`config.mk`:
```
export PLATFORM = sky130hd
export DESIGN_NAME = tof_frame_deframer_filter
export DESIGN_NICKNAME = d
export VERILOG_FILES = /design/src/rtl/core/tffd_pkg.sv /design/src/rtl/core/tffd_front.sv /design/src/rtl/core/tffd_frame_queue.sv /design/src/rtl/core/tffd_out_fifo.sv /design/src/rtl/core/tffd_back.sv /design/src/rtl/core/tof_frame_deframer_filter.sv
export SDC_FILE = /design/constraint.sdc
export NUM_CORES = 1
export LEC_CHECK = 0
export ABC_AREA = 1
export BUFFER_PORTS_ARGS = -buffer_cell sky130_fd_sc_hd__buf_4
export CAP_MARGIN = 40
export CORE_AREA = 2 2 355 357
export CTS_CLUSTER_SIZE = 30
export DETAILED_ROUTE_END_ITERATION = 12
export DIE_AREA = 0 0 357 359
export PLACE_DENSITY_LB_ADDON = 0.1
export REMOVE_ABC_BUFFERS = 1
export SLEW_MARGIN = 20
export SYNTH_ARGS = -nofsm -noshare
export SYNTH_HDL_FRONTEND = slang
export SYNTH_SLANG_ARGS = --single-unit
```
`constraint.sdc`:
```
create_clock -name clk -period 3.2 [get_ports clk]
set_clock_uncertainty 0.15 [all_clocks]
set_input_delay 0.32 -clock clk [delete_from_list [all_inputs] [get_ports clk]]
set_output_delay 0.32 -clock clk [all_outputs]
set_load 0.1 [all_outputs]
```
`src/rtl/core/tffd_pkg.sv`:
```
// Types, constants and helpers of the frame deframer/filter.
// Used by every module of the block; depends on nothing.
package tffd_pkg;

  localparam int ZONES_DEF     = 16;
  localparam int OUT_DEPTH_DEF = 4;
  localparam int ZONE_IDX_W    = 6;   // wide enough for the largest zone count
  localparam int CFG_IDX_W     = 2;
  localparam int CFG_DATA_W    = 16;

  localparam logic [7:0]         SYNC_RST      = 8'h00;
  localparam logic signed [15:0] LIMIT_RST     = 16'sh7FFF;
  localparam logic signed [15:0] INVALID_DIST  = 16'shFFFF;

  localparam logic [7:0] STATUS_OK_A = 8'd5;
  localparam logic [7:0] STATUS_OK_B = 8'd6;
  localparam logic [7:0] STATUS_OK_C = 8'd9;
  localparam logic [7:0] STATUS_OK_D = 8'd10;

  typedef enum logic [CFG_IDX_W-1:0] {
    CFG_SYNC_FIRST  = 2'd0,
    CFG_SYNC_SECOND = 2'd1,
    CFG_DIST_LIMIT  = 2'd2,
    CFG_LIMIT_REPL  = 2'd3
  } cfg_reg_t;

  typedef enum logic [1:0] {
    PS_HUNT,
    PS_ID,
    PS_DIST,
    PS_STAT
  } parse_state_t;

  // Zone store write from the parser
  typedef struct packed {
    logic                  dist_we;
    logic                  stat_we;
    logic                  bank;
    logic [ZONE_IDX_W-1:0] zone;
    logic [15:0]           data;
  } store_wr_t;

  // One finished frame waiting for the emitter
  typedef struct packed {
    logic [7:0] id;
    logic       bank;
  } frame_desc_t;

  typedef struct packed {
    logic [7:0]         src_id;
    logic [3:0]         zone_index;
    logic signed [15:0] distance;
    logic [7:0]         status;
    logic               last;
  } result_t;

  function automatic logic status_ok(input logic [7:0] s);
    return s inside {STATUS_OK_A, STATUS_OK_B, STATUS_OK_C, STATUS_OK_D};
  endfunction

endpackage

```
`src/rtl/core/tffd_front.sv`:
```
// Byte parser: header hunt, id, distances and status bytes into the zone store.
// Depends on tffd_pkg; hands finished frames to tffd_frame_queue.
module tffd_front #(
  parameter int ZONES = tffd_pkg::ZONES_DEF
) (
  input  logic                   clk,
  input  logic                   rst_n,
  input  logic                   in_push,
  input  logic                   q_full,
  input  logic [7:0]             rx_byte,
  input  logic [7:0]             sync_first,
  input  logic [7:0]             sync_second,
  output tffd_pkg::store_wr_t    st_wr,
  output logic                   desc_push,
  output tffd_pkg::frame_desc_t  desc
);

  localparam int ZW = (ZONES > 1) ? $clog2(ZONES) : 1;
  localparam logic [ZW:0]   DistLast = (ZW+1)'(2*ZONES-1);
  localparam logic [ZW-1:0] StatLast = ZW'(ZONES-1);

  tffd_pkg::parse_state_t state_r, state_nxt;
  logic          prev_valid_r, prev_valid_nxt;
  logic [7:0]    prev_r, prev_nxt;
  logic [7:0]    id_r, id_nxt;
  logic [7:0]    low_r, low_nxt;
  logic [ZW:0]   dcnt_r, dcnt_nxt;
  logic [ZW-1:0] scnt_r, scnt_nxt;
  logic          bank_r, bank_nxt;
  logic          accept;

  assign accept = in_push & ~q_full;

  always_ff @(posedge clk) begin
    if (!rst_n) begin
      state_r      <= tffd_pkg::PS_HUNT;
      prev_valid_r <= 1'b0;
      prev_r       <= '0;
      id_r         <= '0;
      low_r        <= '0;
      dcnt_r       <= '0;
      scnt_r       <= '0;
      bank_r       <= 1'b0;
    end else begin
      state_r      <= state_nxt;
      prev_valid_r <= prev_valid_nxt;
      prev_r       <= prev_nxt;
      id_r         <= id_nxt;
      low_r        <= low_nxt;
      dcnt_r       <= dcnt_nxt;
      scnt_r       <= scnt_nxt;
      bank_r       <= bank_nxt;
    end
  end

  always_comb begin
    state_nxt      = state_r;
    prev_valid_nxt = prev_valid_r;
    prev_nxt       = prev_r;
    id_nxt         = id_r;
    low_nxt        = low_r;
    dcnt_nxt       = dcnt_r;
    scnt_nxt       = scnt_r;
    bank_nxt       = bank_r;
    st_wr          = '0;
    st_wr.bank     = bank_r;
    desc_push      = 1'b0;
    desc.id        = id_r;
    desc.bank      = bank_r;
    if (accept) begin
      case (state_r)
        tffd_pkg::PS_HUNT: begin
          if (prev_valid_r && prev_r == sync_first && rx_byte == sync_second) begin
            state_nxt      = tffd_pkg::PS_ID;
            prev_valid_nxt = 1'b0;
          end else begin
            prev_nxt       = rx_byte;
            prev_valid_nxt = 1'b1;
          end
        end
        tffd_pkg::PS_ID: begin
          id_nxt    = rx_byte;
          dcnt_nxt  = '0;
          state_nxt = tffd_pkg::PS_DIST;
        end
        tffd_pkg::PS_DIST: begin
          // even count: low byte, odd count: high byte completes the distance
          if (!dcnt_r[0]) begin
            low_nxt = rx_byte;
          end else begin
            st_wr.dist_we = 1'b1;
            st_wr.zone    = tffd_pkg::ZONE_IDX_W'(dcnt_r[ZW:1]);
            st_wr.data    = {rx_byte, low_r};
          end
          dcnt_nxt = dcnt_r + 1'b1;
          if (dcnt_r == DistLast) begin
            state_nxt = tffd_pkg::PS_STAT;
            scnt_nxt  = '0;
          end
        end
        tffd_pkg::PS_STAT: begin
          st_wr.stat_we = 1'b1;
          st_wr.zone    = tffd_pkg::ZONE_IDX_W'(scnt_r);
          st_wr.data    = {8'h00, rx_byte};
          if (scnt_r == StatLast) begin
            // frame done: hand it off, switch banks, hunt again
            desc_push      = 1'b1;
            bank_nxt       = ~bank_r;
            state_nxt      = tffd_pkg::PS_HUNT;
            prev_valid_nxt = 1'b0;
            prev_nxt       = '0;
          end else begin
            scnt_nxt = scnt_r + 1'b1;
          end
        end
        default: state_nxt = tffd_pkg::PS_HUNT;
      endcase
    end
  end

endmodule

```
`src/rtl/core/tffd_frame_queue.sv`:
```
// Two-entry queue of finished frames between parser and emitter.
// Depends on tffd_pkg; full means both store banks are held.
module tffd_frame_queue (
  input  logic                  clk,
  input  logic                  rst_n,
  input  logic                  push,
  input  tffd_pkg::frame_desc_t desc_in,
  input  logic                  pop,
  output tffd_pkg::frame_desc_t desc_out,
  output logic                  valid,
  output logic                  full
);

  tffd_pkg::frame_desc_t q_r [2];
  logic       wp_r, rp_r;
  logic [1:0] cnt_r;

  assign valid    = (cnt_r != 2'd0);
  assign full     = (cnt_r == 2'd2);
  assign desc_out = q_r[rp_r];

  always_ff @(posedge clk) begin
    if (!rst_n) begin
      wp_r  <= 1'b0;
      rp_r  <= 1'b0;
      cnt_r <= 2'd0;
    end else begin
      if (push) wp_r <= ~wp_r;
      if (pop)  rp_r <= ~rp_r;
      case ({push, pop})
        2'b10:   cnt_r <= cnt_r + 2'd1;
        2'b01:   cnt_r <= cnt_r - 2'd1;
        default: cnt_r <= cnt_r;
      endcase
    end
  end

  always_ff @(posedge clk) begin
    if (push) q_r[wp_r] <= desc_in;
  end

endmodule

```
`src/rtl/core/tffd_out_fifo.sv`:
```
// Result queue in front of the output ports.
// Depends on tffd_pkg for the result record.
module tffd_out_fifo #(
  parameter int DEPTH = tffd_pkg::OUT_DEPTH_DEF
) (
  input  logic                            clk,
  input  logic                            rst_n,
  input  logic                            push,
  input  tffd_pkg::result_t               din,
  input  logic                            pop,
  output tffd_pkg::result_t               dout,
  output logic                            empty,
  output logic [$clog2(DEPTH+1)-1:0]      count
);

  localparam int PW = (DEPTH > 1) ? $clog2(DEPTH) : 1;
  localparam int CW = $clog2(DEPTH+1);
  localparam logic [PW-1:0] PtrLast = PW'(DEPTH-1);

  tffd_pkg::result_t mem_r [DEPTH];
  logic [PW-1:0] wp_r, rp_r;
  logic [CW-1:0] cnt_r;
  logic          take;

  assign empty = (cnt_r == '0);
  assign count = cnt_r;
  assign dout  = mem_r[rp_r];
  assign take  = pop & ~empty;

  always_ff @(posedge clk) begin
    if (!rst_n) begin
      wp_r  <= '0;
      rp_r  <= '0;
      cnt_r <= '0;
    end else begin
      if (push) wp_r <= (wp_r == PtrLast) ? '0 : wp_r + 1'b1;
      if (take) rp_r <= (rp_r == PtrLast) ? '0 : rp_r + 1'b1;
      case ({push, take})
        2'b10:   cnt_r <= cnt_r + 1'b1;
        2'b01:   cnt_r <= cnt_r - 1'b1;
        default: cnt_r <= cnt_r;
      endcase
    end
  end

  always_ff @(posedge clk) begin
    if (push) mem_r[wp_r] <= din;
  end

endmodule

```
`src/rtl/core/tffd_back.sv`:
```
// Emitter: double-banked zone store, per-zone read and distance filter.
// Depends on tffd_pkg; feeds tffd_out_fifo one result per cycle while a frame waits and the queue has room.
module tffd_back #(
  parameter int ZONES     = tffd_pkg::ZONES_DEF,
  parameter int OUT_DEPTH = tffd_pkg::OUT_DEPTH_DEF
) (
  input  logic                              clk,
  input  logic                              rst_n,
  input  tffd_pkg::store_wr_t               st_wr,
  input  logic                              desc_valid,
  input  tffd_pkg::frame_desc_t             desc,
  input  logic signed [15:0]                dist_limit,
  input  logic signed [15:0]                limit_repl,
  input  logic [$clog2(OUT_DEPTH+1)-1:0]    fifo_count,
  output logic                              desc_pop,
  output logic                              res_push,
  output tffd_pkg::result_t                 res
);

  localparam int ZW = (ZONES > 1) ? $clog2(ZONES) : 1;
  localparam int AW = ZW + 1;
  localparam int CW = $clog2(OUT_DEPTH+1);
  localparam logic [ZW-1:0] ZoneLast = ZW'(ZONES-1);

  logic signed [15:0] dist_mem [2**AW];
  logic [7:0]         stat_mem [2**AW];

  logic               rd_v_r;
  logic [ZW-1:0]      zc_r;
  logic [ZW-1:0]      rd_zone_r;
  logic               rd_last_r;
  logic [7:0]         rd_id_r;
  logic signed [15:0] rd_dist_r;
  logic [7:0]         rd_stat_r;
  logic               issue;
  logic               zone_last;

  // count the read in flight so the queue never overflows
  assign issue     = desc_valid && ((fifo_count + CW'(rd_v_r)) < CW'(OUT_DEPTH));
  assign zone_last = (zc_r == ZoneLast);
  assign desc_pop  = issue & zone_last;

  always_ff @(posedge clk) begin
    if (st_wr.dist_we) dist_mem[{st_wr.bank, st_wr.zone[ZW-1:0]}] <= st_wr.data;
    if (st_wr.stat_we) stat_mem[{st_wr.bank, st_wr.zone[ZW-1:0]}] <= st_wr.data[7:0];
    if (issue) begin
      rd_dist_r <= dist_mem[{desc.bank, zc_r}];
      rd_stat_r <= stat_mem[{desc.bank, zc_r}];
    end
  end

  always_ff @(posedge clk) begin
    if (!rst_n) begin
      rd_v_r <= 1'b0;
      zc_r   <= '0;
    end else begin
      rd_v_r <= issue;
      if (issue) zc_r <= zone_last ? '0 : zc_r + 1'b1;
    end
  end

  always_ff @(posedge clk) begin
    if (issue) begin
      rd_zone_r <= zc_r;
      rd_last_r <= zone_last;
      rd_id_r   <= desc.id;
    end
  end

  always_comb begin
    res_push       = rd_v_r;
    res.src_id     = rd_id_r;
    res.zone_index = 4'(rd_zone_r);
    res.status     = rd_stat_r;
    res.last       = rd_last_r;
    if (!tffd_pkg::status_ok(rd_stat_r)) begin
      res.distance = tffd_pkg::INVALID_DIST;
    end else if (rd_dist_r > dist_limit) begin
      res.distance = limit_repl;
    end else begin
      res.distance = rd_dist_r;
    end
  end

endmodule

```
`src/rtl/core/tof_frame_deframer_filter.sv`:
```
// Time-of-flight frame deframer and per-zone distance filter, top level.
// Depends on tffd_pkg, tffd_front, tffd_frame_queue, tffd_back, tffd_out_fifo.
//
// Usage:
//  - Input: one received byte per push, taken when full is low. The parser
//    hunts for the two header bytes, then takes an id byte, ZONES little-endian
//    distances and ZONES status bytes.
//  - Output: after the frame's final byte, ZONES results (one per zone, the last
//    marked by frame_last) enter the output queue; take each with pop while
//    empty is low.
//  - Config: cfg_we writes register cfg_index (sync_first, sync_second,
//    distance_limit, limit_replacement) at once; write only while idle.
//  - Throughput: one byte per cycle in while full is low, one result per
//    cycle out while the output queue has room. Each result passes a store
//    read register, then the filter, on its way into the output queue.
//  - Stall: the zone store has two banks; a finished frame holds its bank
//    until its last result leaves the emitter. With two frames waiting, full
//    stays high and no byte is taken until the emitter frees a bank.
//  - Reset (synchronous, rst_n low): parser hunts, queues empty, limits at
//    32767, header bytes at zero.
module tof_frame_deframer_filter #(
  parameter int ZONES     = tffd_pkg::ZONES_DEF,
  parameter int OUT_DEPTH = tffd_pkg::OUT_DEPTH_DEF
) (
  input  logic                               clk,
  input  logic                               rst_n,
  input  logic                               in_push,
  output logic                               in_full,
  input  logic [7:0]                         in_rx_byte,
  output logic                               out_empty,
  input  logic                               out_pop,
  output logic [7:0]                         out_sensor_id,
  output logic [3:0]                         out_zone_index,
  output logic signed [15:0]                 out_distance_out,
  output logic [7:0]                         out_zone_status,
  output logic                               out_frame_last,
  input  logic                               cfg_we,
  input  logic [tffd_pkg::CFG_IDX_W-1:0]     cfg_index,
  input  logic [tffd_pkg::CFG_DATA_W-1:0]    cfg_wdata
);

  logic [7:0]         sync_first_r;
  logic [7:0]         sync_second_r;
  logic signed [15:0] dist_limit_r;
  logic signed [15:0] limit_repl_r;

  tffd_pkg::store_wr_t   st_wr;
  tffd_pkg::frame_desc_t desc_in, desc_out;
  tffd_pkg::result_t     res, res_out;
  logic desc_push, desc_pop, desc_valid, q_full, res_push;
  logic [$clog2(OUT_DEPTH+1)-1:0] fifo_count;

  always_ff @(posedge clk) begin
    if (!rst_n) begin
      sync_first_r  <= tffd_pkg::SYNC_RST;
      sync_second_r <= tffd_pkg::SYNC_RST;
      dist_limit_r  <= tffd_pkg::LIMIT_RST;
      limit_repl_r  <= tffd_pkg::LIMIT_RST;
    end else if (cfg_we) begin
      case (tffd_pkg::cfg_reg_t'(cfg_index))
        tffd_pkg::CFG_SYNC_FIRST:  sync_first_r  <= cfg_wdata[7:0];
        tffd_pkg::CFG_SYNC_SECOND: sync_second_r <= cfg_wdata[7:0];
        tffd_pkg::CFG_DIST_LIMIT:  dist_limit_r  <= cfg_wdata;
        tffd_pkg::CFG_LIMIT_REPL:  limit_repl_r  <= cfg_wdata;
        default: ;
      endcase
    end
  end

  assign in_full = q_full;

  tffd_front #(.ZONES(ZONES)) u_front (
    .clk         (clk),
    .rst_n       (rst_n),
    .in_push     (in_push),
    .q_full      (q_full),
    .rx_byte     (in_rx_byte),
    .sync_first  (sync_first_r),
    .sync_second (sync_second_r),
    .st_wr       (st_wr),
    .desc_push   (desc_push),
    .desc        (desc_in)
  );

  tffd_frame_queue u_fq (
    .clk      (clk),
    .rst_n    (rst_n),
    .push     (desc_push),
    .desc_in  (desc_in),
    .pop      (desc_pop),
    .desc_out (desc_out),
    .valid    (desc_valid),
    .full     (q_full)
  );

  tffd_back #(.ZONES(ZONES), .OUT_DEPTH(OUT_DEPTH)) u_back (
    .clk        (clk),
    .rst_n      (rst_n),
    .st_wr      (st_wr),
    .desc_valid (desc_valid),
    .desc       (desc_out),
    .dist_limit (dist_limit_r),
    .limit_repl (limit_repl_r),
    .fifo_count (fifo_count),
    .desc_pop   (desc_pop),
    .res_push   (res_push),
    .res        (res)
  );

  tffd_out_fifo #(.DEPTH(OUT_DEPTH)) u_ofifo (
    .clk   (clk),
    .rst_n (rst_n),
    .push  (res_push),
    .din   (res),
    .pop   (out_pop),
    .dout  (res_out),
    .empty (out_empty),
    .count (fifo_count)
  );

  assign out_sensor_id    = res_out.src_id;
  assign out_zone_index   = res_out.zone_index;
  assign out_distance_out = res_out.distance;
  assign out_zone_status  = res_out.status;
  assign out_frame_last   = res_out.last;

endmodule

```
Word level (Yosys, flattened, before mapping) --
Memory sizes are Yosys's and may differ from the RTL's. A register that Yosys moved wholly into a read port is not among the register bits. Cells that the tools add are included.
Storage, ports and cells: memories kept 4, bits in writable memories 934, register bits after elaboration 114, output and inout bits 39
Memories:
- u_back.dist_mem | depth 32, width 16, rd ports 1, clocked after memory_dff 1, wr ports 1, RTL line tffd_back.sv:25 | logic signed [15:0] dist_mem [2**AW];
- u_back.stat_mem | depth 32, width 8, rd ports 1, clocked after memory_dff 1, wr ports 1, RTL line tffd_back.sv:26 | logic [7:0] stat_mem [2**AW];
- u_ofifo.mem_r | depth 4, width 37, rd ports 1, clocked after memory_dff 1, wr ports 1, RTL line tffd_out_fifo.sv:20 | tffd_pkg::result_t mem_r [DEPTH];
- u_fq.q_r | depth 2, width 9, rd ports 1, clocked after memory_dff 1, wr ports 1, RTL line tffd_frame_queue.sv:14 | tffd_pkg::frame_desc_t q_r [2];
Cells by class: reductions and logical operators 25, $lt $le $gt $ge 2, add/subtract/negate cells 10, bitwise gates (word level) 9, multiplexer cells 43, equality and inequality tests 27
Operator list (number):
- $mux 20 | 2
- $pmux 20 s2 | 1
- $mux 16 | 2
- $eq 2x2->1 const B | 9
- $mux 1 | 18
- $eq 8x3->1 const B | 2
- $eq 8x4->1 const B | 2
- $eq 8x8->1 | 2
- $gt 16x16->1 | 1
- $mux 2 | 8
- $mux 8 | 2
- $pmux 8 s2 | 1
- $mux 4 | 3
- $reduce_and 2->1 | 6
- $reduce_and 4->1 | 3
- $reduce_bool 2->1 | 6
- $pmux 5 s2 | 1
- $reduce_and 3->1 | 3
- $add 4x1->4 const B | 2
- $eq 2x1->1 const B | 4
- $eq 4x4->1 const B | 2
- $pmux 2 s4 | 1
- $pmux 4 s2 | 1
- $add 2x1->2 const B | 3
- 18 further kinds | 31

Longest topological paths before layout --
word-level depth 6, depth in mapped cells 16, gate-level depth less buffers 15

Modules after synthesis --
From an unflattened synthesis, not the netlist that was laid out.
Unflattened totals: cells, all modules 3605, area total of the unflattened synthesis 43596.8 µm²
By module, submodules not included:
- tffd_back | sequential area each 24273.3 µm², cells each 2539, instances 1, area an instance 32593.8 µm²
- tffd_out_fifo | sequential area each 4624.4 µm², cells each 421, instances 1, area an instance 5968.2 µm²
- tffd_front | sequential area each 740.7 µm², cells each 327, instances 1, area an instance 2183.3 µm²
- tof_frame_deframer_filter | sequential area each 960.9 µm², cells each 255, instances 1, area an instance 1938.1 µm²
- tffd_frame_queue | sequential area each 640.6 µm², cells each 63, instances 1, area an instance 913.4 µm²

Least setup slack after synthesis --
No wires, ideal clock.
path type reg2reg, start point reg u_ofifo.cnt_r[2], in the netlist u_ofifo.count[2], end point reg u_ofifo.cnt_r[1], in the netlist u_ofifo.count[1], path slack -0.738 ns, setup time 0.065 ns, path buffers 0, data required time 2.985 ns, cell stages (with the launch flop) 9, arrival 3.723 ns, path through dfxtp_1 nor3_1 nor2_1 ha_1 inv_1 fa_1 nor2_1 a21oi_1 nor2_1
Between the ends: cells in the longest elaborated chain, start to end 5
RTL lines:
- start: declaration | RTL line tffd_out_fifo.sv:22 | logic [CW-1:0] cnt_r;
- start signal: assignment | RTL line tffd_out_fifo.sv:39 | 2'b10: cnt_r <= cnt_r + 1'b1;
- start signal: assignment | RTL line tffd_out_fifo.sv:40 | 2'b01: cnt_r <= cnt_r - 1'b1;
- start signal: assignment | RTL line tffd_out_fifo.sv:41 | default: cnt_r <= cnt_r;
- $logic_not 3->1 (*) | RTL line tffd_out_fifo.sv:25 | assign empty = (cnt_r == '0);
- named net out_empty | RTL line tof_frame_deframer_filter.sv:30 | output logic out_empty,
- $not 1->1 (*) | RTL line tffd_out_fifo.sv:28 | assign take = pop & ~empty;
- $and 1x1->1 (*) | RTL line tffd_out_fifo.sv:28
- named net u_ofifo.take | RTL line tffd_out_fifo.sv:23 | logic take;
- $eq 2x1->1 or $eq 2x2->1 (tied branches) | RTL line tffd_out_fifo.sv:38 | case ({push, take})
- $pmux 3 s2 or $reduce_bool 2->1 (tied branches)
Mark *: on every way through the listed nets, which the timed path passes. The rest lies on a longest branch. A chain may end at the register's enable or synchronous reset.

==> impl_metrics.py <==
metrics = {
    "outcome": {
        "status": "finished, final reports clean",
    },
    "yosys": {
        "syn_area_per_cell_um2": 12.27,
        "postSynthCellCount": 3533,
        "synth-edff-count": 971,
        "yosysUniqueCellTypes": 48,
        "ys_ff_latch": 1075,
        "yosysTopAreaCell": "edfxtp_1",
        "synth.area.top_cells": "edfxtp_1, dfxtp_1, nand2_1",
        "ys_top_cells_by_count": "edfxtp_1, nand2_1, nor2_1, o21ai_0, nand3_1",
        "async_flop_share": 0,
        "synth_area_um2": 43360,
        "yosysMostFrequentCell": "edfxtp_1",
        "netlist.area_leader.share": 0.6724,
        "ys_seq_area_frac": 0.7205,
        "synth-main-ff-cell": "edfxtp_1",
        "ys_warn_count": 0,
    },
    "timing": {
        "grt_setup_unrepaired": "false",
        "period_needed_ns": 3.049,
        "fmax_mhz": 328.0,
        "worst_slew_pin_slew_ns": 0.8516,
        "layout_setup_ws_ns": 0.1512,
        "slew_viol_final": 0,
        "slew_headroom": 0.4323,
        "finalHoldViolations": 0,
        "period_share": 0.9528,
        "setup_viol": 0,
        "whs_ns": 0.1167,
    },
    "power_and_ir_drop": {
        "ir_worst_vdd_mv": 0.5100,
        "p_leak_nw": 19.03,
        "powerDensity_nw_per_um2": 564.3,
    },
    "detailed_routing": {
        "routed_wl_mm": 118.2,
        "drt_pre_antenna_iters": 5,
        "via_per_inst": 5.038,
        "route.detailed.drc": 0,
        "final_antenna_net_count": 0,
        "wl_per_cell_um": 21.77,
        "vias": 27360,
        "drt_first_iter_violations": 2262,
    },
    "setup_path": {
        "cp.required_ns": 2.73,
        "critical_path_buf_inv_count": 2,
        "worstSetupPathType": "reg2out",
        "worstPathCellList": "buf_4, o21ai_0, o22ai_1, buf_4",
        "worstPathArrival_ns": 2.58,
        "slowest_stage": "dfxtp_1",
        "start_kind": "register",
        "critPathTopFamily": "buffers and inverters",
        "r2r_slack_ns": 0.38,
        "worstSetupEndpointType": "output pin",
        "crit_fanout": 29,
        "cp_common_cell": "buf_4",
        "crit_path_max_incr_delay_ns": 0.54,
    },
    "placed_design": {
        "io_buffers": 69,
        "finalWeightedCongestion": 0.7655,
        "placed_cells": 5188,
        "post-place-ws_ns": 0.4355,
        "hpwlAfterDp_mm": 70.30,
    },
    "cells_and_area": {
        "n_antenna_cell": 0,
        "regArea_um2": 31250,
        "final_cells": 5430,
        "fillers": 11780,
        "nets": 3752,
        "drive_gt1_frac": 0.1280,
        "multi_input_area_um2": 10720,
        "synthToLayoutAreaGrowth_pct": 16.70,
        "postLayoutCoreUtil": 0.4061,
    },
    "floorplanning": {
        "rows": 130,
        "start_util": 0.3480,
        "die_area_um2": 128200,
        "fp.coreArea_um2": 124600,
        "io_pins": 70,
        "die_y_um": 359,
        "die_w_um": 357,
    },
    "clocking": {
        "clk_latency_ns": 0.70,
        "cts_sinks": 1075,
        "clk_pin_slew_ns": 0.06,
        "cts.path.max_buffers": 3,
        "htree_levels": 3,
        "ctsResizeCount": 0,
        "cts_tree": "built",
        "cts_root_buf": "clkbuf_16",
        "cts_made_buffers": 114,
    },
    "global_routing": {
        "grt_remaining_overflow": 0,
        "antenna_found_initial": 0,
        "grt_pass1_wl_mm": 177.8,
        "grt_max_degree": 99,
        "grt_usage": 0.1828,
        "grt_pass1_vias": 26880,
    },
    "worst_hold_path": {
        "hold_path_class": "in2reg",
    },
    "job": {
        "maxCapViolCount": 0,
    },
}
## layer usage
metal  vias to the layer above  part of all wire  global-route usage
met4                         0             0.015             0.04160
met2                       589              0.47              0.2959
met5                         -                 0                   0
met1                     13520              0.47              0.2600
li1                      13130                 -                   -
met3                       118             0.048             0.02579
## what timing repair did
item | CTS | global route
hold endpoints to repair | 88 | 0
setup buffers | 0 | 0
hold buffers | 34 | 0
## layout make-up
cell class / instances / area share
well taps: 1650 / 0.04080
flip-flops and latches: 1075 / 0.6176
multi-input cells: 2103 / 0.2119
clock inverters: 51 / 0.009891
inverters: 138 / 0.01053
clock buffers: 157 / 0.06290
repair buffers: 256 / 0.04641
## worst register-to-register path, stage by stage (launching register included)
cell and delay, ns:
dfxtp_1 0.34, inv_1 0.11, ha_1 0.25, nand2_1 0.10
o22ai_1 0.36, nand2_1 0.21, inv_1 0.15, nand3_2 0.25
nor3_2 0.24, buf_4 0.32
## cells in the final DEF, fill, tap and decap left out, types with 32 or more instances in the layout
cell type,count
o221ai_1,48
nand4_1,69
edfxtp_1,971
o22ai_1,39
clkbuf_1,34
a211o_1,35
clkbuf_16,121
nor2_1,416
o21ai_0,280
dlygate4sd3_1,34
a21oi_1,154
dfxtp_1,100
ha_1,32
buf_4,194
o211ai_1,62
nand3_1,262
o21ai_1,49
inv_1,116
nand2_1,518
## kinds of logic after synthesis
kind of cell	after synthesis	synth area share
flip-flops	1075	0.7205
XOR/XNOR	9	0.001818
AND/OR/NAND/NOR	1371	0.1371
buffers and inverters	355	0.03737
adder cells (fa/ha/maj)	33	0.009695
AO/OA/AOI/OAI	682	0.09150
multiplexers	8	0.002078
## flip-flops by register name, summed over array words and instances (netlist names), 3 cells and up, named ones only
signal and count:
u_front.scnt_r 4, u_front.prev_r 8, sync_second_r 8, u_ofifo.count 3
u_back.rd_stat_r 8, u_back.rd_dist_r 16, u_back.dist_mem 512, dist_limit_r 16
sync_first_r 8, u_back.rd_id_r 8, u_fq.q_r 18, u_ofifo.mem_r 148
limit_repl_r 16, u_back.stat_mem 256, u_back.zc_r 4, u_back.rd_zone_r 4
u_front.id_r 8, u_front.dcnt_r 5, u_front.low_r 8
## metrics by stage
step / power, mW / instance area (µm²) / setup TNS [ns]
finish: 28.56 / 50600 / 0
global route: 29.49 / 50600 / 0
CTS: 28.90 / 50600 / 0
detailed placement: 15.70 / 46580 / 0
global placement: 15.70 / 46550 / 0
floorplan: 15.57 / 42260 / -584.85
## power by group
| part | leakage [nW] | internal, mW | total, mW | switching, mW |
|---|---|---|---|---|
| combinational | 5.51 | 0.124 | 0.309 | 0.185 |
| clock | 1.80 | 7.70 | 13.1 | 5.41 |
| sequential | 11.7 | 15.1 | 15.1 | 0.0212 |
| total | 19.0 | 22.9 | 28.6 | 5.62 |
## worst paths after layout
path | startpoint | endpoint | cells past startpoint
worst max-delay path | register | out_distance_out[0] | 4
worst min-delay path | in_push | u_fq.wp_r$_SDFFE_PN0P_ | 7
worst min register to register | limit_repl_r[0]$_SDFFE_PN1P_ | limit_repl_r[0]$_SDFFE_PN1P_ | 2
worst max register to register | u_front.state_r[0]$_SDFFE_PN0P_ | u_back.dist_mem[7][13]$_DFFE_PP_ | 9
Note: power is estimated with default switching activity, not from simulation.
